[config.mk]
export PLATFORM = sky130hd
export DESIGN_NAME = rau_ctrl
export DESIGN_NICKNAME = d
export VERILOG_FILES = /design/src/rtl/core/rau_pkg.sv /design/src/rtl/core/rau_ctrl.sv
export SDC_FILE = /design/constraint.sdc
export NUM_CORES = 1
export LEC_CHECK = 0
export ABC_AREA = 1
export ABC_CLOCK_PERIOD_IN_PS = 1970
export BUFFER_PORTS_ARGS = -buffer_cell sky130_fd_sc_hd__buf_2
export CAP_MARGIN = 20
export CORE_UTILIZATION = 25
export DETAILED_ROUTE_END_ITERATION = 6
export PLACE_DENSITY_LB_ADDON = 0.15
export SLEW_MARGIN = 20
export SYNTH_ARGS = -nofsm -noshare
export SYNTH_HDL_FRONTEND = slang
export SYNTH_SLANG_ARGS = --single-unit
export TNS_END_PERCENT = 1
[constraint.sdc]
create_clock -name clk_i -period 1.97 [get_ports clk_i]
set_clock_uncertainty 0.2 [all_clocks]
set_input_delay 0.197 -clock clk_i [delete_from_list [all_inputs] [get_ports clk_i]]
set_output_delay 0.197 -clock clk_i [all_outputs]
set_load 0.005 [all_outputs]
[src/rtl/core/rau_pkg.sv]
// Shared types and constants for the rational arithmetic unit.
package rau_pkg;

  localparam int unsigned MagW = 64;

  typedef enum logic [2:0] {
    KIND_ADD    = 3'd0,
    KIND_SUB    = 3'd1,
    KIND_MUL    = 3'd2,
    KIND_DIV    = 3'd3,
    KIND_IDIV   = 3'd4,
    KIND_CMP    = 3'd5,
    KIND_REDUCE = 3'd6,
    KIND_NONE   = 3'd7
  } kind_e;

  typedef enum logic [1:0] {
    ORDER_LESS    = 2'd0,
    ORDER_EQUAL   = 2'd1,
    ORDER_GREATER = 2'd2
  } order_e;

  // Operand pair fed to the shared divider.
  typedef enum logic [1:0] {
    DIV_GCD = 2'd0,  // gcd remainder
    DIV_NUM = 2'd1,  // numerator by gcd
    DIV_DEN = 2'd2,  // denominator by gcd
    DIV_QUO = 2'd3   // numerator by denominator
  } div_sel_e;

  // Operations the controller asks of the datapath.
  typedef struct packed {
    logic load;       // capture operands
    logic mul_x;      // form first product pair
    logic mul_y;      // form second product pair
    logic combine;    // build numerator / denominator
    logic gcd_init;   // seed Euclid registers
    logic div_start;  // start a long division
    div_sel_e div_sel;
    logic div_step;   // one restoring step
    logic gcd_take;   // a <= b, b <= remainder
    logic store_num;  // keep quotient as reduced numerator
    logic store_den;  // keep quotient as reduced denominator
    logic store_q;    // keep quotient for idiv
    logic finish;     // build result fields
  } rau_cmd_t;

  typedef struct packed {
    logic gcd_done;   // b is zero
    logic div_done;   // last step being taken
    logic g_big;      // gcd greater than one
    logic den_zero;   // reduced denominator is zero
  } rau_stat_t;

endpackage

[src/rtl/core/rau_ctrl.sv]
// Controller: sequences products, Euclid loop, reductions and output handshake.
module rau_ctrl
  import rau_pkg::*;
(
  input  logic       clk_i,
  input  logic       rst_ni,
  input  logic       in_valid_i,
  output logic       in_stall_o,
  input  logic [2:0] kind_i,
  output logic       out_valid_o,
  input  logic       out_stall_i,
  output rau_cmd_t   cmd_o,
  input  rau_stat_t  stat_i
);

  typedef enum logic [10:0] {
    S_IDLE   = 11'b00000000001,
    S_MUL    = 11'b00000000010,
    S_COMB   = 11'b00000000100,
    S_GINIT  = 11'b00000001000,
    S_GTEST  = 11'b00000010000,
    S_GDIV   = 11'b00000100000,
    S_RNUM   = 11'b00001000000,
    S_RDEN   = 11'b00010000000,
    S_QDIV   = 11'b00100000000,
    S_FIN    = 11'b01000000000,
    S_OUT    = 11'b10000000000
  } state_e;

  state_e state_q, state_d;
  logic [1:0] phase_q, phase_d;   // step within a divide run
  logic [2:0] kind_q;

  always_ff @(posedge clk_i or negedge rst_ni) begin
    if (!rst_ni) begin
      state_q <= S_IDLE;
      phase_q <= '0;
      kind_q  <= KIND_NONE;
    end else begin
      state_q <= state_d;
      phase_q <= phase_d;
      if (state_q == S_IDLE && in_valid_i) kind_q <= kind_i;
    end
  end

  assign in_stall_o  = (state_q != S_IDLE);
  assign out_valid_o = (state_q == S_OUT);

  always_comb begin
    state_d = state_q;
    phase_d = phase_q;
    cmd_o   = '0;
    case (state_q)
      S_IDLE: if (in_valid_i) begin
        cmd_o.load = 1'b1;
        state_d = S_MUL;
      end
      S_MUL: begin
        cmd_o.mul_x = 1'b1;
        cmd_o.mul_y = 1'b1;
        state_d = (kind_e'(kind_q) == KIND_CMP || kind_e'(kind_q) == KIND_NONE)
                  ? S_FIN : S_COMB;
      end
      S_COMB: begin
        cmd_o.combine = 1'b1;
        state_d = S_GINIT;
      end
      S_GINIT: begin
        cmd_o.gcd_init = 1'b1;
        state_d = S_GTEST;
      end
      S_GTEST: begin
        // Launch the next modulo step, or move on to the reductions, the idiv quotient or the result.
        cmd_o.div_start = 1'b1;
        if (!stat_i.gcd_done) begin
          cmd_o.div_sel = DIV_GCD;
          state_d = S_GDIV;
        end else if (stat_i.g_big) begin
          cmd_o.div_sel = DIV_NUM;
          state_d = S_RNUM;
        end else begin
          cmd_o.div_sel = DIV_QUO;
          state_d = (kind_e'(kind_q) == KIND_IDIV && !stat_i.den_zero) ? S_QDIV : S_FIN;
        end
      end
      S_GDIV: begin
        if (phase_q == 2'd0) begin
          cmd_o.div_step = 1'b1;
          if (stat_i.div_done) phase_d = 2'd1;
        end else begin
          // Advance the Euclid pair: a takes b, b takes the remainder.
          cmd_o.gcd_take = 1'b1;
          phase_d = 2'd0;
          state_d = S_GTEST;
        end
      end
      S_RNUM: begin
        cmd_o.div_step = 1'b1;
        if (stat_i.div_done) state_d = S_RDEN;
      end
      S_RDEN: begin
        if (phase_q == 2'd0) begin
          cmd_o.store_num = 1'b1;
          cmd_o.div_start = 1'b1;
          cmd_o.div_sel   = DIV_DEN;
          phase_d = 2'd1;
        end else if (phase_q == 2'd1) begin
          cmd_o.div_step = 1'b1;
          if (stat_i.div_done) phase_d = 2'd2;
        end else begin
          cmd_o.store_den = 1'b1;
          phase_d = 2'd0;
          state_d = (kind_e'(kind_q) == KIND_IDIV) ? S_QDIV : S_FIN;
        end
      end
      S_QDIV: begin
        if (phase_q == 2'd0) begin
          if (stat_i.den_zero) begin
            state_d = S_FIN;
          end else begin
            cmd_o.div_start = 1'b1;
            cmd_o.div_sel   = DIV_QUO;
            phase_d = 2'd1;
          end
        end else if (phase_q == 2'd1) begin
          cmd_o.div_step = 1'b1;
          if (stat_i.div_done) phase_d = 2'd2;
        end else begin
          cmd_o.store_q = 1'b1;
          phase_d = 2'd0;
          state_d = S_FIN;
        end
      end
      S_FIN: begin
        cmd_o.finish = 1'b1;
        state_d = S_OUT;
      end
      S_OUT: if (!out_stall_i) state_d = S_IDLE;
      default: state_d = S_IDLE;
    endcase
  end

endmodule

==> impl.org, run 1 <==
** Detailed routing
- Post-route antenna net violation count :: 0
- Using the TritonRoute via totals, the vias-per-cell ratio works out to 4.380.
- Via count of the routed design :: 1200
- Starting DRT DRC Count :: 55
- After detailed routing, the number of remaining DRC violations is 0.
- The first TritonRoute pass finished after 4 iterations.
- The routed design has 3.171 mm of wire.
- Average wire per standard cell :: 11.57 um

** Worst setup path
- The endpoint identified for the worst register-to-register timing path is state_q[7]$_DFFE_PN0P_.
- The worst setup path is launched from a flip-flop.
- Internal reg-to-reg setup slack :: 0.13 ns
- WP depth :: 8
- Counting stages on the worst path, the most repeated cell is nand2_2.
- Number of cells on the worst reg-to-reg path :: 10
- CP arrival :: 1.60 ns
- Critical path's largest stage delay :: 0.53 ns
- In this run the critical register-to-register path is launched from state_q[0]$_DFFE_PN1P_.
- Top Family by Delay on Critical Path :: flip-flops
- Along the worst path, the maximum fanout reaches 5.
- Slowest stage cell on the critical path :: dfstp_2
- Data required time at the worst endpoint :: 1.57 ns
- CP bufs+invs :: 1
- The critical path is of the flip-flop to primary output type.
- Crit path capture type :: primary output
- Cells traversed along the worst timing path :: nor2_1 > nand2_2 > nor2_4 > nand2_4 > nand2_2 > a21oi_4 > nand2_1 > buf_2

** Global route
- The via count of the first global-routing pass was 1214.
- In the global route stage, overall resource usage came out at 14.09%.
- Maximum number of pins on one net before global-route repair :: 17
- After global routing the overflow that remains totals 0.
- Global-route wire length before repair :: 5.568 mm
- The initial antenna violation count was 0.

** Synth
- Unique cell type count in the Yosys netlist :: 24
- Syn. warnings :: 0
- Counting flops and latches in the post-synthesis netlist gives 16.
- Share of synthesized area occupied by flip-flops and latches :: 34.07%
- Each instance of the synthesized netlist takes up on average 6.723 sq um.
- Number of instances in the synthesized netlist :: 177
- The cell area that synthesis handed to floorplanning was 1190 sq um.
- Syn Nets :: 188

** Power
- Power density over the cells :: 1104 nW/um^2
- Total design power :: 0.001781 W
- Static Leak :: 0.9871 nW
- Highest ir drop seen on vdd :: 0.4293 mV

** Timing
- The max-slew violation count came to 0.
- Setup tns final :: -0.04638 ns
- Shortest period the worst path allows :: 1.994 ns
- RSZ-0062 raised after global routing :: yes
- Worst slew margin relative to its limit :: 75.54%
- After layout, the worst setup slack is -0.02405 ns.
- Actual transition at the worst max-transition pin :: 0.3655 ns
- The final count of hold timing violations was 0.
- Based on the critical path, the design can be clocked at up to 501.5 MHz.
- Fraction of the cycle the final worst path needs :: 101.2%
- WHS :: 0.07337 ns
- Setup violators final :: 3

** Cells and area
- Fill cells in the final layout number 502.
- Share of final-layout standard cells stronger than drive strength 1 :: 34.68%
- Most frequent standard cell in the layout excluding fill and tap cells :: nand2_1
- At the end of the flow, the number of nets in the layout was 234.
- From synthesis to final layout, the design area changed by 35.65%.
- Most used cells in the layout excluding fill and tap cells :: nand2_1, inv_1, buf_2
- Diode count :: 0
- Number of cells in the finished layout apart from fillers :: 274

** Floorplanning
- Core area :: 4474 sq um
- Site Rows :: 24
- Once the floorplan was initialized, standard cells occupied 26.59% of the core.
- The die covers 5040 sq um.
- Die width :: 70.99 um
- 27 I/O pins were placed.
- Measured along the y axis, the die boundary spans 70.99 um.

** Hold path
- The min-delay analysis places its worst path in the category input pin to flip-flop.
- The worst hold path begins at out_stall_i.
- The worst hold path passes through 3 cells.
- For hold timing, the worst endpoint is state_q[10]$_DFFE_PN0P_.

** Clock tree
- The cell sitting at the root of the clock tree is a clkbuf_8.
- Sinks on the clock net :: 16
- Insertion delay of the later-clocked pin in the worst-skew pair :: 0.25 ns
- TritonCTS clock tree :: built
- In this run the number of H-tree levels came out at 1.
- Clock-pin transition on the worst setup and hold timing paths :: 0.07 ns
- Total CTS buffers :: 3
- Longest Clk Path Bufs :: 2

** Flow run
- Max Cap Viol :: 0

** Outcome
- Status :: finished with violations
- Violated checks :: negative setup slack

** Placement
- Detailed placement ended at an HPWL of 2.469 mm.
- Number of placed instances with taps included :: 254
- The count of buffers added on input and output ports is 26.
- GPL Wtd Cong :: 0.8174
==> timing repair <==
action / in CTS / in global routing
pin swaps: 9 / 6
endpoints found under the hold margin: 20 / 0
hold buffers: 5 / 0
endpoints found under the setup margin: 4 / 10
setup buffers: 8 / 3
gates resized for setup: 8 / 7
==> metal layers <==
metal	GRT usage [%]	share of wire, %	up-vias
met4	3.333	0.73	0
met3	2.991	2.7	2
met1	18.77	51	545
met5	0	0	-
met2	23.40	45	18
li1	-	-	635
==> sequential cells by signal (all words and copies together), names as in the netlist <==
register / count
kind_q: 3
phase_q: 2
state_q: 11
==> per-stage QoR <==
step           utilization [%]  worst slack, ns  cell area [sq um]
3_3_place_gp             30.79          0.08935               1378
3_5_place_dp             30.79           0.1285               1378
6_report                 36.07         -0.02405               1614
5_1_grt                  36.07          -0.1538               1614
2_1_floorplan                -           0.3247               1190
4_1_cts                  35.15         -0.04964               1573
==> cells by family (layout without fill, tap and decap cells) <==
group / after synthesis / after routing / share of synthesized area, %
flip-flops: 16 / 16 / 34.07
buffers and inverters: 33 / 78 / 10.73
AND/OR/NAND/NOR: 118 / 118 / 50.68
AO/OA/AOI/OAI: 10 / 10 / 4.521
==> area by class of cell <==
class                           instances  area [sq um]  share of cell area (%)
Inverter                               32         122.6                   7.597
Timing Repair Buffer                   42         266.5                   16.51
Multi-Input combinational cell        128         699.4                   43.33
Clock buffer                            4         55.05                   3.411
Sequential cell                        16         405.4                   25.12
Tap cell                               52         65.06                   4.031
==> where the power goes <==
group / internal [W] / switching, W / total [W]
Sequential: 0.000444 / 0.0000595 / 0.000504
Clock: 0.000177 / 0.000116 / 0.000294
Combinational: 0.000363 / 0.000622 / 0.000984
==> cell usage after synthesis, drive strengths merged <==
master / count / area, sq um
nand4: 2 / 12.51
a21oi: 3 / 18.77
o21ai: 7 / 35.03
dfrtp: 12 / 300.3
and2: 2 / 12.51
nor3: 5 / 30.03
nor2: 32 / 176.4
dfstp: 4 / 105.1
nor3b: 1 / 7.510
buf: 1 / 7.510
nand2: 57 / 251.5
nand3: 19 / 112.6
inv: 32 / 120.1
==> worst reg2reg max path, delay by kind of cell (launching register included) <==
kind,cells,cell delay [ns]
compound gates,1,0.05
buf+inv,2,0.18
flops,1,0.53
simple gates,7,0.75
==> worst max path at each step <==
stage,slack (ns),start,end
final,-0.02,state_q[0]$_DFFE_PN1P_,cmd_o[5]
after global routing,-0.15,state_q[9]$_DFFE_PN0P_,cmd_o[7]
after CTS,-0.05,state_q[3]$_DFFE_PN0P_,cmd_o[5]
after detailed placement,0.13,state_q[5]$_DFFE_PN0P_,state_q[6]$_DFFE_PN0P_
after global placement,0.09,state_q[5]$_DFFE_PN0P_,state_q[6]$_DFFE_PN0P_
after floorplan,0.32,state_q[0]$_DFFE_PN1P_,state_q[7]$_DFFE_PN0P_
Note: power is estimated with default switching activity, not from simulation.
==> inputs of run 2 (changes only) <==
- CORE_MARGIN: not set -> 4
==> impl.org, run 2 (synthesized netlist as in run 1, its figures left out) <==
** Global route
- Tot GR Track Use :: 10.78% (-3.3 points)
- Congestion Overflow GR :: 0 (unchanged)
- Initial antenna violation count :: 0 (unchanged)
- Maximum number of pins on one net before global-route repair :: 17 (unchanged)
- The wire length of the first global-routing pass was 5.181 mm (-7.0%).
- Vias in the first global route :: 1137 (-6.3%)

** Worst setup path
- The arrival time reported for the critical path endpoint is 1.58 ns (-0.02 ns).
- The worst setup path is of the flip-flop to primary output kind.
- Data required time at the worst endpoint :: 1.57 ns (about the same)
- Crit path capture type :: primary output
- Biggest fanout along the worst timing path :: 6 (+1)
- The worst setup path is launched from a flip-flop.

** Cells and area
- Most used cells in the layout excluding fill and tap cells :: nand2_1, inv_1, buf_2
- Area added between synthesis and finish :: 39.01%
- Register name with the most flops :: state_q
- Leaving out fill and tap cells, the most frequent cell in the layout is nand2_1.
- The final antenna diode count came to 0 (unchanged).
- Share of final-layout standard cells stronger than drive strength 1 :: 38.29% (+3.6 points)
- Layout Nets :: 234 (unchanged)
- Top flop regs :: state_q: 11 flops, kind_q: 3 flops, phase_q: 2 flops
- Post-Layout Inst Area :: 1654 sq um (+2.5%)
- The number of flip-flops in the largest register was 11 (unchanged).

** Hold path
- The min-delay analysis places its worst path in the category input pin to flip-flop.

** Floorplanning
- Die width :: 76.99 um (+8.5%)
- Initial standard-cell utilization of the core :: 26.59% (unchanged)
- # IOs :: 27 (unchanged)
- Core area :: 4474 sq um (unchanged)
- The overall die height was 76.99 um (+8.5%).
- The floorplan row count came to 24 (unchanged).
- Die Outline Area :: 5927 sq um (+18%)

** Clock tree
- Clock-pin transition on the worst setup and hold timing paths :: 0.07 ns (about the same)
- The clock buffer count from CTS is 3 (unchanged).
- The deepest level of the CTS H-tree was 1 (unchanged).
- The cell sitting at the root of the clock tree is a clkbuf_8.
- The sink count of the clock tree was 16 (unchanged).
- TritonCTS clock tree :: built
- Longest Clk Path Bufs :: 2 (unchanged)
- Insertion delay of the later-clocked pin in the worst-skew pair :: 0.26 ns (about the same)

** Power
- Power density over the cells :: 1132 nW/um^2 (+2.5%)
- Total design power :: 0.001872 W (+5.1%)
- The static leakage power is 0.9955 nW (+0.85%).
- The worst voltage drop across the vdd grid came to 0.4750 mV (+11%).

** Timing
- RSZ-0062 raised after global routing :: yes
- Count of final hold-check violations :: 0 (unchanged)
- Post-route worst setup slack :: -0.006133 ns (+0.01791 ns)
- The upper clock frequency limit came to 506.0 MHz (+0.91%).
- The relative slew slack is 75.38% (-0.16 points).
- Actual transition at the worst max-transition pin :: 0.3679 ns (+0.002391 ns)
- The share of the clock period used by the worst path after layout came to 100.3% (-0.91 points).
- The final number of setup-violating endpoints came to 3 (unchanged).
- Shortest period the worst path allows :: 1.976 ns (-0.01791 ns)
- The max-slew violation count was 0 (unchanged).

** Detailed routing
- The via-per-instance ratio was 4.350 (-0.67%).
- The count of vias placed by the detailed router came to 1192 (-0.67%).
- The routed length per placed instance is 11.48 um (-0.79%).
- The first-pass iteration count of the detailed router was 4 (unchanged).
- The DRC marker count from the first detailed-route iteration is 28 (-49%).
- The total routed wirelength came to 3.146 mm (-0.79%).
- The remaining design rule violation count came to 0 (unchanged).
- The remaining number of nets flagged by the antenna check after routing is 0 (unchanged).

** Placement
- The placement-stage cell area came to 1378 sq um (unchanged).
- Placed wire-length estimate :: 2.515 mm (+1.8%)
- Input/output buffers :: 26 (unchanged)
- The weighted congestion reported at the end of routability-driven placement is 0.8149 (-0.31%).

** Flow run
- The count of max-cap constraint violations is 0 (unchanged).

** Outcome
- The final reports fail on negative setup slack.
- The run finished, with violations left.
run 2: cell counts in the layout (fill, tap and decap cells not counted):
Identical to the previous run, type by type.
run 2: what timing repair did:
item,4_1_cts,5_1_grt
endpoints found under the hold margin,20,0
hold buffers,5,0
buffers inserted,10,1
setup endpoints to repair,5,17
pin swaps,8,6
gates resized for setup,7,20
run 2: final timing paths:
check	startpoint	end	slack [ns]	depth (start not counted)
setup / recovery	state_q[10]$_DFFE_PN0P_	cmd_o[8]	-0.006	7
hold / removal	out_stall_i	state_q[10]$_DFFE_PN0P_	0.05	3
setup reg to reg	state_q[10]$_DFFE_PN0P_	state_q[6]$_DFFE_PN0P_	0.15	11
hold reg to reg	kind_q[1]$_DFFE_PN1P_	kind_q[1]$_DFFE_PN1P_	0.26	2
max in group asynchronous	rst_ni	state_q[0]$_DFFE_PN1P_	1.09	2
min in group asynchronous	rst_ni	state_q[10]$_DFFE_PN0P_	0.18	2
run 2: layout make-up:
class / count / area (sq um)
repair buffers: 42 / 270.3
flip-flops and latches: 16 / 405.4
well taps: 52 / 65.06
inverters: 32 / 120.1
clock buffers: 4 / 55.05
fillers: 474 / 2820
multi-input cells: 128 / 738.2
run 2: critical path, cell delays in order, from the launching register on:
cell     delay, ns
dfrtp_1       0.41
buf_4         0.15
nor3_2        0.25
nand4_1       0.17
nand2_1       0.10
inv_2         0.08
nand2_1       0.06
buf_2         0.10
run 2: report_power, final:
group / internal, W / total, W / switching, W
Combinational: 0.000402 / 0.00105 / 0.000650
Sequential: 0.000445 / 0.000513 / 0.0000684
Clock: 0.000178 / 0.000308 / 0.000130
Total: 0.00102 / 0.00187 / 0.000848
run 2: per-stage QoR:
step	setup TNS (ns)	utilization, %	setup slack, ns	hold slack, ns	std cells
4_1_cts	-0.08241	35.43	-0.03789	0.06282	273
2_1_floorplan	0	-	0.3247	-0.2986	177
3_5_place_dp	0	30.79	0.1569	-0.06635	254
5_1_grt	-0.4118	36.97	-0.1072	0.09480	274
6_report	-0.01281	36.97	-0.006133	0.05330	274
3_3_place_gp	0	30.79	0.1433	-0.06115	254
run 2: metal layers:
layer,GRT usage (%),vias to the layer above,routed length (um)
met2,17.86,14,1521
li1,-,632,-
met1,14.04,541,1465
met5,0,-,0
met4,3.915,0,38
met3,1.874,5,120
==> inputs of run 3 (changes only) <==
- SETUP_SLACK_MARGIN: not set -> 0.4
==> impl.org, run 3 (synthesized netlist as in run 1, its figures left out) <==
** Outcome
- The final reports fail on negative setup slack.
- Status :: finished with violations

** Detailed routing
- Routed Wire Length :: 3.298 mm (+4.8%)
- The routed length per placed instance is 11.95 um (+4.1%).
- The via-per-instance ratio is 4.409 (+1.4%).
- Detailed-route DRC error count :: 0 (unchanged)
- Via count of the routed design :: 1217 (+2.1%)
- Starting DRT DRC Count :: 112 (+300%)
- The remaining number of nets flagged by the antenna check after routing came to 0 (unchanged).
- Drt first pass iters :: 4 (unchanged)

** Power
- The power density over the cells is 1163 nW/um^2 (+2.8%).
- Static Leak :: 1.025 nW (+3.0%)
- Total design power :: 0.002001 W (+6.9%)
- Highest ir drop seen on vdd :: 0.4221 mV (-11%)

** Cells and area
- Layout Nets :: 236 (+0.85%)
- Top flop regs :: state_q: 11 flops, kind_q: 3 flops, phase_q: 2 flops
- The number of flip-flops in the largest register is 11 (unchanged).
- Diode count :: 0 (unchanged)
- The fraction of final layout cells sized beyond drive strength 1 came to 41.52% (+3.2 points).
- Most frequent standard cell in the layout excluding fill and tap cells :: nand2_1
- Area added between synthesis and finish :: 44.58%
- Register name with the most flops :: state_q
- Most used cells in the layout excluding fill and tap cells :: nand2_1, inv_1, buf_2

** Global route
- Maximum number of pins on one net before global-route repair :: 17 (unchanged)
- Global-route wire length before repair :: 5.368 mm (+3.6%)
- Congestion Overflow GR :: 0 (unchanged)
- The via count of the first global-routing pass was 1171 (+3.0%).
- The all-layer global routing usage was 11.14% (+0.36 points).
- The initial antenna violation count came to 0 (unchanged).

** Clock tree
- The clock buffer count from CTS is 3 (unchanged).
- Insertion delay of the later-clocked pin in the worst-skew pair :: 0.25 ns (about the same)
- The sink count of the clock tree came to 16 (unchanged).
- The deepest level of the CTS H-tree is 1 (unchanged).
- Root Buffer Master :: clkbuf_8
- The number of buffers on the longest clock path is 2 (unchanged).
- Clock-pin transition on the worst setup and hold timing paths :: 0.06 ns (about the same)
- TritonCTS clock tree :: built

** Placement
- The weighted congestion reported at the end of routability-driven placement was 0.7267 (-11%).
- The detailed placer's ending HPWL is 2.589 mm (+2.9%).
- The number of I/O port buffers is 26 (unchanged).
- The worst setup slack after placement is 0.1480 ns (-0.008893 ns).

** Timing
- Actual transition at the worst max-transition pin :: 0.3631 ns (-0.004833 ns)
- The final count of hold timing violations was 0 (unchanged).
- The max-slew violation count came to 0 (unchanged).
- The sum of negative setup slack came to -0.06726 ns (-0.05445 ns).
- Fraction of the cycle the final worst path needs :: 101.4% (+1.1 points)
- The final number of setup-violating endpoints is 3 (unchanged).
- The upper clock frequency limit came to 500.4 MHz (-1.1%).
- Setup repair after global routing could not meet its margin everywhere.
- The clock period minus worst slack was 1.998 ns (+0.02236 ns).
- WHS :: 0.02678 ns (-0.02652 ns)
- The relative slew slack is 75.79% (+0.41 points).
- The setup slack after layout was -0.02850 ns (-0.02236 ns).

** Worst setup path
- Kind of launch point of the worst setup path :: flip-flop
- The setup path with the least slack is of type flip-flop to primary output.
- Biggest fanout along the worst timing path :: 6 (unchanged)
- The arrival time reported for the critical path endpoint came to 1.60 ns (+0.02 ns).
- Data required time at the worst endpoint :: 1.57 ns (about the same)
- Crit path capture type :: primary output

** Floorplanning
- Chip height :: 76.99 um (unchanged)
- Site Rows :: 24 (unchanged)
- Initial standard-cell utilization of the core :: 26.59% (unchanged)
- The area of the die was 5927 sq um (unchanged).
- Die width :: 76.99 um (unchanged)
- The number of primary I/O pins was 27 (unchanged).
- Core area :: 4474 sq um (unchanged)

** Flow run
- Max Cap Viol :: 0 (unchanged)

** Hold path
- The min-delay analysis places its worst path in the category input pin to flip-flop.
[run 3: changes by cell type in the layout (fill, tap and decap cells not counted), moves of 2 or more]
cell / delta
nand2_1: -4
nand2_2: +2
nand2_4: +2
buf_2: -3
nor3_2: +2
inv_4: +2
buf_6: +4
inv_2: -2
o21ai_1: +2
o21ai_0: -2
[run 3: path summary, 6_finish.rpt]
kind                                        start                       to  slack, ns  cells past startpoint
max in group asynchronous                  rst_ni   state_q[0]$_DFFE_PN1P_       1.08                      2
min                                   out_stall_i  state_q[10]$_DFFE_PN0P_       0.03                      3
min reg2reg                 kind_q[1]$_DFFE_PN1P_    kind_q[1]$_DFFE_PN1P_       0.26                      2
max reg2reg                state_q[9]$_DFFE_PN0P_   state_q[6]$_DFFE_PN0P_       0.11                     11
min in group asynchronous                  rst_ni   state_q[3]$_DFFE_PN0P_       0.19                      2
max                        state_q[9]$_DFFE_PN0P_                 cmd_o[5]      -0.03                      8
[run 3: layout make-up]
type,count,area [sq um]
multi-input combinational,128,762.0
clock buffer,4,55.05
tap,52,65.06
fill,449,2754
sequential,16,405.4
timing repair buffer,44,307.8
inverter,32,125.1
[run 3: repair_timing]
action,4_1_cts,5_1_grt
hold buffers,5,0
setup endpoints to repair,28,29
gates resized for setup,17,22
endpoints found under the hold margin,20,0
buffers inserted,9,4
gates cloned,0,0
pin swaps,17,17
[run 3: worst max-delay path, cell delays in order, from the launching register on]
cell	delay [ns]
dfrtp_1	0.42
nor2_2	0.16
nand2_4	0.10
nor2_8	0.20
nand2_4	0.09
nor2_4	0.14
a21oi_4	0.05
nand2_2	0.10
buf_6	0.09
[run 3: metrics by stage]
stage | cell area (sq um) | instances | utilization (%)
2_1_floorplan | 1202 | 177 | -
3_5_place_dp | 1390 | 254 | 31.07
5_1_grt | 1720 | 276 | 38.45
4_1_cts | 1619 | 272 | 36.19
3_3_place_gp | 1390 | 254 | 31.07
6_report | 1720 | 276 | 38.45
[run 3: routing by layer]
| metal | GRT usage, % | share of wire (%) | up-vias |
|---|---|---|---|
| met5 | 0 | 0 | - |
| met4 | 2.135 | 1.1 | 0 |
| met3 | 2.576 | 3.0 | 5 |
| met2 | 18.64 | 49 | 18 |
| met1 | 14.73 | 47 | 559 |
| li1 | - | - | 635 |
[run 3: where the power goes]
part	internal (W)	leakage, nW	switching [W]
Sequential	0.000445	0.206	0.0000738
Combinational	0.000492	0.790	0.000695
Clock	0.000177	0.0288	0.000118
Total	0.00111	1.03	0.000886
